## config.mk

```make
export PLATFORM = sky130hd
export DESIGN_NAME = rmq_queue
export DESIGN_NICKNAME = d
export VERILOG_FILES = /design/src/rmq_pkg.sv /design/src/rmq_queue.sv
export SDC_FILE = /design/constraint.sdc
export NUM_CORES = 1
export LEC_CHECK = 0
export BUFFER_PORTS_ARGS = -buffer_cell sky130_fd_sc_hd__buf_2
export CAP_MARGIN = 20
export CORE_MARGIN = 2
export CORE_UTILIZATION = 48
export CTS_CLUSTER_SIZE = 16
export DETAILED_ROUTE_END_ITERATION = 8
export HOLD_SLACK_MARGIN = 0.12
export PLACE_DENSITY_LB_ADDON = 0.25
export SETUP_SLACK_MARGIN = 0.5
export SLEW_MARGIN = 10
export SYNTH_ARGS = -nofsm -noshare
export SYNTH_HDL_FRONTEND = slang
export SYNTH_SLANG_ARGS = --single-unit
```

## constraint.sdc

```tcl
create_clock -name clk -period 6.72 [get_ports clk]
set_clock_uncertainty 0.15 [all_clocks]
set_input_delay 0.336 -clock clk [delete_from_list [all_inputs] [get_ports clk]]
set_output_delay 0.336 -clock clk [all_outputs]
set_load 0.005 [all_outputs]
```

## src/rmq_pkg.sv

```systemverilog
// ----------------------------------------------------------------------------
// rmq_pkg: shared types and constants for the rotation matrix to quaternion block
// This package holds the Q2.30 constants, the square root pipeline depth and
// the format of the classified item that passes from the front to the back.
// ----------------------------------------------------------------------------
package rmq_pkg;

  localparam int unsigned FIELD_W   = 32;
  localparam int unsigned EPS_W     = 31;
  localparam int unsigned RAD_W     = 33;   // clamped radicand, below 7 * 2^30
  localparam int unsigned WIDE_W    = 35;   // signed radicand and its inputs
  localparam int unsigned ROOT_W    = 31;   // square root result bits
  localparam int unsigned NUM_STG   = ROOT_W;
  localparam int unsigned SRC_W     = 2 * ROOT_W;  // radicand scaled by 2^28
  localparam int unsigned REM_W     = 35;
  localparam int unsigned Q_DEPTH   = 4;
  localparam int unsigned Q_AW      = $clog2(Q_DEPTH);

  localparam logic [WIDE_W-1:0] Q30_ONE   = WIDE_W'(64'd1 << 30);
  localparam logic [EPS_W-1:0]  EPS_RESET = EPS_W'(1074);

  // Lane order inside the item: w, x, y, z.
  localparam int unsigned LANE_W = 0;
  localparam int unsigned LANES  = 4;

  typedef struct packed {
    logic [LANES-1:0][RAD_W-1:0] rad;   // clamped; vector lanes already zero when below epsilon
    logic [LANES-1:0]            neg;   // w lane is never negative
  } rad_item_t;

endpackage

```

## src/rmq_queue.sv

```systemverilog
// ----------------------------------------------------------------------------
// rmq_queue: short queue between the front and the square root pipeline
// A small first-in first-out buffer of classified items with full and empty.
// ----------------------------------------------------------------------------
module rmq_queue (
  input  logic               clk,
  input  logic               rst_n,
  input  logic               push,
  input  rmq_pkg::rad_item_t wdata,
  output logic               full,
  input  logic               pop,
  output rmq_pkg::rad_item_t rdata,
  output logic               empty
);

  rmq_pkg::rad_item_t mem [rmq_pkg::Q_DEPTH];

  logic [rmq_pkg::Q_AW-1:0] wptr_r, wptr_nxt;
  logic [rmq_pkg::Q_AW-1:0] rptr_r, rptr_nxt;
  logic [rmq_pkg::Q_AW:0]   cnt_r, cnt_nxt;
  logic                     do_push, do_pop;

  assign full    = (cnt_r == (rmq_pkg::Q_AW+1)'(rmq_pkg::Q_DEPTH));
  assign empty   = (cnt_r == '0);
  assign do_push = push && !full;
  assign do_pop  = pop && !empty;
  assign rdata   = mem[rptr_r];

  always_comb begin
    wptr_nxt = do_push ? wptr_r + 1'b1 : wptr_r;
    rptr_nxt = do_pop  ? rptr_r + 1'b1 : rptr_r;
    cnt_nxt  = cnt_r + (rmq_pkg::Q_AW+1)'(do_push) - (rmq_pkg::Q_AW+1)'(do_pop);
  end

  always_ff @(posedge clk) begin
    if (!rst_n) begin
      wptr_r <= '0;
      rptr_r <= '0;
      cnt_r  <= '0;
    end else begin
      wptr_r <= wptr_nxt;
      rptr_r <= rptr_nxt;
      cnt_r  <= cnt_nxt;
    end
  end

  always_ff @(posedge clk) begin
    if (do_push) begin
      mem[wptr_r] <= wdata;
    end
  end

  a_cnt_bound: assert property (@(posedge clk) disable iff (!rst_n)
    cnt_r <= (rmq_pkg::Q_AW+1)'(rmq_pkg::Q_DEPTH))
    else $error("queue count above depth");

  a_ptr_gap: assert property (@(posedge clk) disable iff (!rst_n)
    (cnt_r != '0 && cnt_r != (rmq_pkg::Q_AW+1)'(rmq_pkg::Q_DEPTH)) |->
      (wptr_r - rptr_r) == cnt_r[rmq_pkg::Q_AW-1:0])
    else $error("queue pointers disagree with count");

  a_cnt_step: assert property (@(posedge clk) disable iff (!rst_n)
    (do_push && !do_pop) |=> cnt_r == $past(cnt_r) + 1'b1)
    else $error("queue count did not follow a push");

endmodule

```

==> summary.md, run 1 <==
| Metric | Value |
|---|---|
| PD cells | 354.7 mW/mm^2 |
| Hold Path Cell Cnt | 2 |
| Die height | 208.4 um |
| Setup CP Type | flop to output pin |
| Yosys warns | 0 |
| Hold_sp | rptr_r[1]$_SDFFE_PN0P_ |
| # setup viols final | 0 |
| Rows | 74 |
| R2R depth | 4 |
| Area grow syn2layout | 25.51% |
| Cell Chain, Critical Path | buf_4 > mux4_2 > buf_2 |
| Worst slack, placed | 3.364 ns |
| Crit path capture type | output pin |
| First-pass GRT wire length | 61,240 um |
| RSZ-0062 raised after global routing | no |
| Root Buffer | clkbuf_16 |
| Critical Path Source Type | flop |
| Tot GR Track Use | 18.62% |
| Post-route ant nets | 0 |
| Worst-path clk slew | 0.05 ns |
| Via-to-Cell Ratio | 5.295 |
| Net Count, Synth | 908 |
| Number of buffers added on ports | 277 |
| Seq/Total Area, Yosys | 82.33% |
| Combinational share of power | 18.7% |
| Slew @ Worst Pin | 1.044 ns |
| Drt pass-1 iters | 4 |
| Share of power burned in registers | 48.6% |
| Worst Hold Class | flop to flop |
| Crit path required time | 6.23 ns |
| Clock Tree Buf Depth | 3 |
| WL final | 39,480 um |
| Layout cells sized above 1 | 40.29% |
| CP top delay family | flip-flops |
| Pleak | 8.497 nW |
| Fmax | 273.4 MHz |
| Mapped Area | 0.02006 sq mm |
| Post-DP HPWL | 22,560 um |
| Core area | 0.04102 sq mm |
| Clock Latency Late Sink | 0.58 ns |
| Largest net degree at the start of global routing | 80 |
| CTS sink cnt | 553 |
| Yosys cell types | 21 |
| Avg WL per Cell | 22.00 um |
| Clock Power Share | 32.7% |
| Layout Utilization | 61.38% |
| Crit-path max cell delay | 0.96 ns |
| Antenna violations before repair | 4 |
| H-tree Lvls | 2 |
| Leading cell type in the layout, fill and taps excluded | edfxtp_1 |
| CP max FO | 44 |
| Worst path bufs/invs | 2 |
| Die Area | 0.04344 sq mm |
| DRC | 0 |
| Mapped Cells | 761 |
| Worst vdd ir | 254.0 uV |
| Max_slew headroom | 30.38% |
| Starting Density | 48.91% |
| Sw Pwr | 2.175 mW |
| I/O pins | 278 |
| Setup_tns | 0 ns |
| CTS tree | built |
| CP arrival | 3.17 ns |
| Slowest-stage cell, CP | dfxtp_4 |
| Int Power | 6.756 mW |
| Switching part of the total power | 24.36% |
| Routability cong. | 0.7237 |
| Worst r2r src | cnt_r[2]$_SDFF_PN0_ |
| R2R Setup Slk | 3.43 ns |
| GR Overflow Total | 0 |
| Total number of vias | 9,504 |
| Final worst-path cycle share | 54.44% |
| Syn avg cell area | 26.36 sq um |
| Most frequent cells in the layout | 544 x edfxtp_1, 277 x buf_2, 140 x dlygate4sd3_1, 136 x mux4_2, 57 x clkbuf_16 |
| Hold Violations, Final | 0 |
| #FFs+latches synth | 553 |
| Ranking of synthesized cells by area | edfxtp_1 81%, mux4_2 15%, dfxtp_1 0.90%, buf_2 0.37%, ha_1 0.37% |
| Vias in the first global route | 10,547 |
| Reg2reg end | mem[3][83]$_DFFE_PP_ |
| Drt first-iter violations | 615 |
| Max cap viols | 0 |
| Area fraction of the dominant cell type after synthesis | 81.43% |
| Max-slew violations | 0 |
| # nets final | 1,363 |
| Final critical-path required period | 3.658 ns |
| Outcome | complete, no violations |
| Worst setup margin | 3.062 ns |
| Die width | 208.4 um |
| Top cell type by total area after synthesis | edfxtp_1 |
| Num CTS Buffers | 56 |
==> worst max path at each step <==
stage | cells after the start | start | to
after floorplan | 4 | cnt_r[2]$_SDFF_PN0_ | mem[0][0]$_DFFE_PP_
after global placement | 4 | cnt_r[2]$_SDFF_PN0_ | mem[3][77]$_DFFE_PP_
after detailed placement | 4 | cnt_r[2]$_SDFF_PN0_ | mem[3][72]$_DFFE_PP_
after CTS | 3 | flop | rdata[126]
after global routing | 3 | flop | rdata[111]
final | 3 | flop | rdata[34]
==> synthesized netlist by cell type, drive strengths merged <==
cell type    n
edfxtp     544
mux4       136
buf         24
dfxtp        9
clkbuf       8
and2         7
ha           6
inv          6
nand2        6
o21ai        3
mux2i        2
nor2b        2
xnor2        2
a21boi       1
fa           1
nor3         1
nor3b        1
or3          1
or4bb        1
==> logic make-up (layout without fill, tap and decap cells) <==
group | after synthesis | in the layout | share of synthesized area, %
xor gates and xnor gates | 2 | 2 | 0.08734
DFF | 553 | 553 | 82.33
buffers and inverters | 38 | 538 | 1.085
other | 0 | 2 | 0
AOI/OAI and AO/OA | 4 | 4 | 0.1123
muxes | 138 | 138 | 15.37
and+or+nand+nor | 19 | 19 | 0.5426
adders and majority gates | 7 | 7 | 0.4740
==> power groups by stage <==
stage / clock, mW / combinational [mW] / sequential, mW
final: 2.92 / 1.67 / 4.34
after global routing: 3.13 / 1.81 / 4.38
after CTS: 3.00 / 1.71 / 4.35
after detailed placement: 0 / 1.64 / 4.42
after global placement: 0 / 1.64 / 4.41
after floorplan: 0 / 1.04 / 4.35
==> routing by layer <==
metal  wire length (um)  part of all wire (%)  vias to the layer above  track usage, %
met1              17110                    43                     4959           25.65
met3               2640                   6.7                       61           4.891
li1                   -                     -                     4205               -
met4                767                   1.9                        4           5.433
met2              18940                    48                      275           29.69
met5                 27                 0.068                        -               0
==> what timing repair did <==
| action | in CTS | in global routing |
|---|---|---|
| resized for setup | 0 | 0 |
| hold endpoints to repair | 553 | 0 |
| buffers inserted | 0 | 0 |
| hold buffers | 140 | 0 |
==> worst reg2reg max path, cell delays in order, from the launching register on <==
cell and delay, ns:
dfxtp_1 0.33, nor3b_1 0.16, nor2b_1 0.43, and2_4 0.90, buf_4 0.88
==> flip-flops by register name, summed over array words and instances (netlist names), named ones only <==
register and count:
mem 544, cnt_r 3, rptr_r 2, wptr_r 2
==> through the flow <==
step                      hold slack (ns)  instances  area, sq um  power (mW)
after global routing               0.3328       1795        25180       9.321
after floorplan                    0.2849        761        20060       5.391
after detailed placement           0.3354       1550        22040       6.062
final                              0.3406       1795        25180       8.931
after global placement             0.3222       1550        22040       6.044
after CTS                          0.3060       1793        25170       9.063
==> layout make-up <==
cell class / instances / area, sq um
diodes: 2 / 5.005
clock buffers: 71 / 1479
clock inverters: 32 / 255.2
fillers: 2840 / 15840
inverters: 6 / 22.52
multi-input cells: 170 / 3337
flip-flops and latches: 553 / 16520
well taps: 532 / 665.6
repair buffers: 429 / 2890
No activity file was read; power rests on OpenSTA's default activity.
==> run 2: changes to the inputs <==
clock period = 3.82 ns   (was 6.72 ns; I/O delays follow)
==> summary.md, run 2 (synthesis results as in run 1) <==
| Metric | Value |
|---|---|
| Cell Chain, Critical Path | buf_4 > mux4_2 > buf_2 |
| Post-route cell area | 0.02534 sq mm |
| DRC | 0 |
| # nets final | 1,370 |
| Drt first-iter violations | 576 |
| Worst vdd ir | 464.9 uV |
| Worst Hold Class | input pin to flop |
| CP max FO | 36 |
| # setup viols final | 0 |
| Crit path required time | 3.48 ns |
| Rows | 74 |
| Worst-path clk slew | 0.06 ns |
| Die width | 208.4 um |
| Slowest-stage cell, CP | dfxtp_4 |
| Clock Tree Buf Depth | 3 |
| Core area | 0.04102 sq mm |
| Fmax | 342.4 MHz |
| Hold Violations, Final | 0 |
| Pleak | 8.565 nW |
| Drt pass-1 iters | 4 |
| Clock Latency Late Sink | 0.57 ns |
| Leading cell type in the layout, fill and taps excluded | edfxtp_1 |
| Number of buffers added on ports | 277 |
| Die Area | 0.04344 sq mm |
| RSZ-0062 raised after global routing | no |
| Final worst-path cycle share | 76.45% |
| Layout cells sized above 1 | 40.28% |
| Antenna diodes | 0 |
| Reg with most FFs | mem |
| Max_slew headroom | 45.09% |
| Setup Fix Bufs, Post-CTS | 0 |
| Total power | 15.74 mW |
| First-pass GRT wire length | 60,220 um |
| Crit-path max cell delay | 0.89 ns |
| Finished Layout Cells | 1,798 |
| Avg WL per Cell | 21.47 um |
| Max-slew violations | 0 |
| Die height | 208.4 um |
| Tot GR Track Use | 18.15% |
| Crit path capture type | output pin |
| Max cap viols | 0 |
| H-tree Lvls | 2 |
| CTS sink cnt | 553 |
| Area grow syn2layout | 26.31% |
| Outcome | complete, no violations |
| Setup_tns | 0 ns |
| Critical Path Source Type | flop |
| CP arrival | 2.58 ns |
| Vias in the first global route | 10,479 |
| Slew @ Worst Pin | 0.8237 ns |
| Largest net degree at the start of global routing | 79 |
| Final critical-path required period | 2.920 ns |
| Max reg flops | 544 |
| Top Registers | mem (544), cnt_r (3) |
| Num CTS Buffers | 55 |
| Placed Cells | 1,558 |
| Routability cong. | 0.6958 |
| Setup CP Type | flop to output pin |
| Root Buffer | clkbuf_16 |
| Post-placement cell area | 0.02224 sq mm |
| GR Overflow Total | 0 |
| I/O pins | 278 |
| Total number of vias | 9,528 |
| Post-DP HPWL | 22,060 um |
| PD cells | 621.2 mW/mm^2 |
| Post-route ant nets | 0 |
| Most frequent cells in the layout | 544 x edfxtp_1, 277 x buf_2, 140 x dlygate4sd3_1, 136 x mux4_2, 57 x clkbuf_16 |
| Via-to-Cell Ratio | 5.299 |
| Starting Density | 48.91% |
| WL final | 38,600 um |
| Antenna violations before repair | 1 |
| CTS tree | built |
## run 2: path summary, 6_finish.rpt
path	start	to	slack, ns	depth (start not counted)
worst max register to register	cnt_r[2]$_SDFF_PN0_	cnt_r[2]$_SDFF_PN0_	1.16	10
worst max-delay path	flop	rdata[26]	0.90	3
worst min-delay path	wdata[36]	mem[0][36]$_DFFE_PP_	0.20	2
worst min register to register	rptr_r[0]$_SDFFE_PN0P_	flop	0.34	2
## run 2: power by group
part | switching, mW | internal (mW) | total (mW)
Sequential | 0.221 | 7.36 | 7.58
Combinational | 1.47 | 1.62 | 3.09
Clock | 2.12 | 2.96 | 5.08
## run 2: area by class of cell
class / count / area (sq um)
Sequential cell: 553 / 16520
Fill cell: 2808 / 15680
Multi-Input combinational cell: 170 / 3337
Timing Repair Buffer: 437 / 3088
Clock buffer: 75 / 1514
Tap cell: 532 / 665.6
Clock inverter: 25 / 187.7
Inverter: 6 / 22.52
## run 2: routing by layer
metal  vias up  GRT usage, %  share of wire, %  routed length [um]
met1      4938         24.32                42               16060
li1       4208             -                 -                   -
met3        46         5.615               7.8                3030
met2       334         29.51                49               18960
met5         -             0             0.034                  13
met4         2         4.168               1.4                 536
## run 2: through the flow
stage          utilization, %  hold slack, ns  worst slack (ns)
2_1_floorplan               -          0.1399            0.7158
3_3_place_gp            54.21          0.2540             1.249
3_5_place_dp            54.21          0.2559             1.221
4_1_cts                 61.77          0.1581            0.7786
5_1_grt                 61.77          0.1810            0.7052
6_report                61.77          0.2048            0.8998
## run 2: worst max-delay path: cells and delay by family (launching register included)
family | cells | cell delay, ns
buf+inv | 2 | 0.56
mux | 1 | 0.55
flops | 1 | 0.89
## run 2: what timing repair did
item	4_1_cts	5_1_grt
gates resized for setup	0	0
setup endpoints to repair	0	0
endpoints found under the hold margin	553	0
hold buffers	140	0
==> run 3: changes to the inputs <==
clock period = 2.6 ns   (was 3.82 ns; I/O delays follow)
==> summary.md, run 3 (synthesis results as in run 1) <==
| Metric | Value |
|---|---|
| Top Registers | mem (544), cnt_r (3) |
| Crit-path max cell delay | 0.52 ns |
| Via-to-Cell Ratio | 5.318 |
| Slowest-stage cell, CP | mux4_2 |
| CTS sink cnt | 553 |
| GR Overflow Total | 0 |
| Max_slew headroom | 73.40% |
| Share of power burned in registers | 45.4% |
| Die height | 208.4 um |
| Drt first-iter violations | 581 |
| Antenna violations before repair | 0 |
| Pleak | 9.083 nW |
| Critical path's most frequent cell | buf_12 |
| Largest net degree at the start of global routing | 82 |
| Post-DP HPWL | 21,950 um |
| Starting Density | 48.91% |
| Worst-path clk slew | 0.06 ns |
| Die width | 208.4 um |
| I/O pins | 278 |
| CTS tree | built |
| Outcome | complete, no violations |
| Cell Chain, Critical Path | buf_12 > buf_12 > buf_16 > mux4_2 > buf_6 |
| RSZ-0062 raised after global routing | yes |
| Slew @ Worst Pin | 0.3990 ns |
| Max reg flops | 544 |
| Crit path capture type | output pin |
| Post-route cell area | 0.02661 sq mm |
| Tot GR Track Use | 19.59% |
| CP max FO | 6 |
| Max cap viols | 0 |
| Crit path required time | 2.32 ns |
| Worst vdd ir | 632.1 uV |
| First-pass GRT wire length | 63,740 um |
| Final critical-path required period | 2.306 ns |
| Avg WL per Cell | 23.06 um |
| Post-placement cell area | 0.02231 sq mm |
| Final hold slack | 0.1462 ns |
| Total number of vias | 9,929 |
| Placed Cells | 1,560 |
| Most frequent cells in the layout | 544 x edfxtp_1, 252 x buf_2, 175 x dlygate4sd3_1, 136 x mux4_2, 63 x clkbuf_16 |
| # setup viols final | 0 |
| H-tree Lvls | 2 |
| Post-route ant nets | 0 |
| Area grow syn2layout | 32.66% |
| Clock Power Share | 30.3% |
| Layout cells sized above 1 | 41.60% |
| Combinational share of power | 24.2% |
| Finished Layout Cells | 1,867 |
| Num CTS Buffers | 55 |
| Root Buffer | clkbuf_16 |
| Die Area | 0.04344 sq mm |
| DRC | 0 |
| Hold Violations, Final | 0 |
| Routability cong. | 0.7446 |
| Total power | 24.28 mW |
| Sw Pwr | 5.990 mW |
| Max-slew violations | 0 |
| Rows | 74 |
| Clock Latency Late Sink | 0.58 ns |
| PD cells | 912.4 mW/mm^2 |
| Core area | 0.04102 sq mm |
| Layout Utilization | 64.88% |
| Fmax | 433.7 MHz |
| Worst slack, placed | 0.3350 ns |
| # nets final | 1,437 |
| Reg with most FFs | mem |
| Setup_tns | 0 ns |
| Drt pass-1 iters | 4 |
| Clock Tree Buf Depth | 3 |
| Worst setup margin | 0.2943 ns |
| Vias in the first global route | 10,692 |
| Critical Path Source Type | flop |
| Setup CP Type | flop to output pin |
| Worst Hold Class | input pin to flop |
| CP arrival | 2.03 ns |
| Int Power | 18.29 mW |
| Number of buffers added on ports | 277 |
| Switching part of the total power | 24.67% |
| WL final | 43,050 um |
| Leading cell type in the layout, fill and taps excluded | edfxtp_1 |
| Final worst-path cycle share | 88.68% |
[run 3: changes by cell type in the layout (fill, tap and decap cells not counted), moves of 2 or more]
cell / before / now
dfxtp_2: 0 / 2
clkinv_8: 0 / 2
ha_4: 0 / 2
inv_1: 6 / 4
ha_1: 6 / 4
buf_4: 8 / 14
dlygate4sd3_1: 140 / 175
clkbuf_16: 57 / 63
dfxtp_1: 7 / 4
clkbuf_8: 2 / 0
buf_2: 277 / 252
buf_6: 0 / 26
inv_2: 0 / 2
buf_16: 0 / 17
[run 3: power groups by stage]
| stage | Sequential (mW) | Combinational (mW) | Clock, mW |
|---|---|---|---|
| final | 11.0 | 5.88 | 7.37 |
| after global routing | 11.1 | 6.26 | 7.90 |
| after CTS | 11.0 | 5.50 | 7.55 |
| after detailed placement | 11.2 | 4.60 | 0 |
| after global placement | 11.2 | 4.59 | 0 |
| after floorplan | 11.1 | 2.72 | 0 |
[run 3: per-layer routing]
| metal | vias to the layer above | GRT usage, % | part of all wire [%] |
|---|---|---|---|
| met1 | 5224 | 26.58 | 42 |
| met5 | - | 0 | 0 |
| li1 | 4375 | - | - |
| met3 | 55 | 4.272 | 6.0 |
| met4 | 0 | 5.210 | 2.0 |
| met2 | 275 | 32.53 | 50 |
[run 3: repair_timing]
item                                    in CTS  in global routing
gates cloned                                 9                  8
endpoints found under the setup margin     138                351
hold buffers                               175                  0
pin swaps                                    1                  5
resized for setup                           23                 36
buffers inserted                             8                  5
endpoints found under the hold margin      553                  0
[run 3: final timing paths]
check | to | depth (start not counted) | from | slack (ns)
max reg2reg | cnt_r[2]$_SDFF_PN0_ | 10 | cnt_r[2]$_SDFF_PN0_ | 0.41
min reg2reg | flop | 2 | rptr_r[0]$_SDFFE_PN0P_ | 0.34
max | rdata[26] | 5 | flop | 0.29
min | mem[2][63]$_DFFE_PP_ | 2 | wdata[63] | 0.15
[run 3: area by class of cell]
type / count / area [sq um]
well taps: 532 / 665.6
multi-input cells: 171 / 3405
clock inverters: 28 / 229.0
diodes: 1 / 2.502
inverters: 6 / 22.52
clock buffers: 73 / 1465
repair buffers: 503 / 4294
fillers: 2670 / 14400
flip-flops and latches: 553 / 16530
[run 3: critical path: cells and delay by family, from the launching register on]
kind | cells | cell delay, ns
flip-flops | 1 | 0.38
multiplexers | 1 | 0.52
buffers and inverters | 4 | 0.54
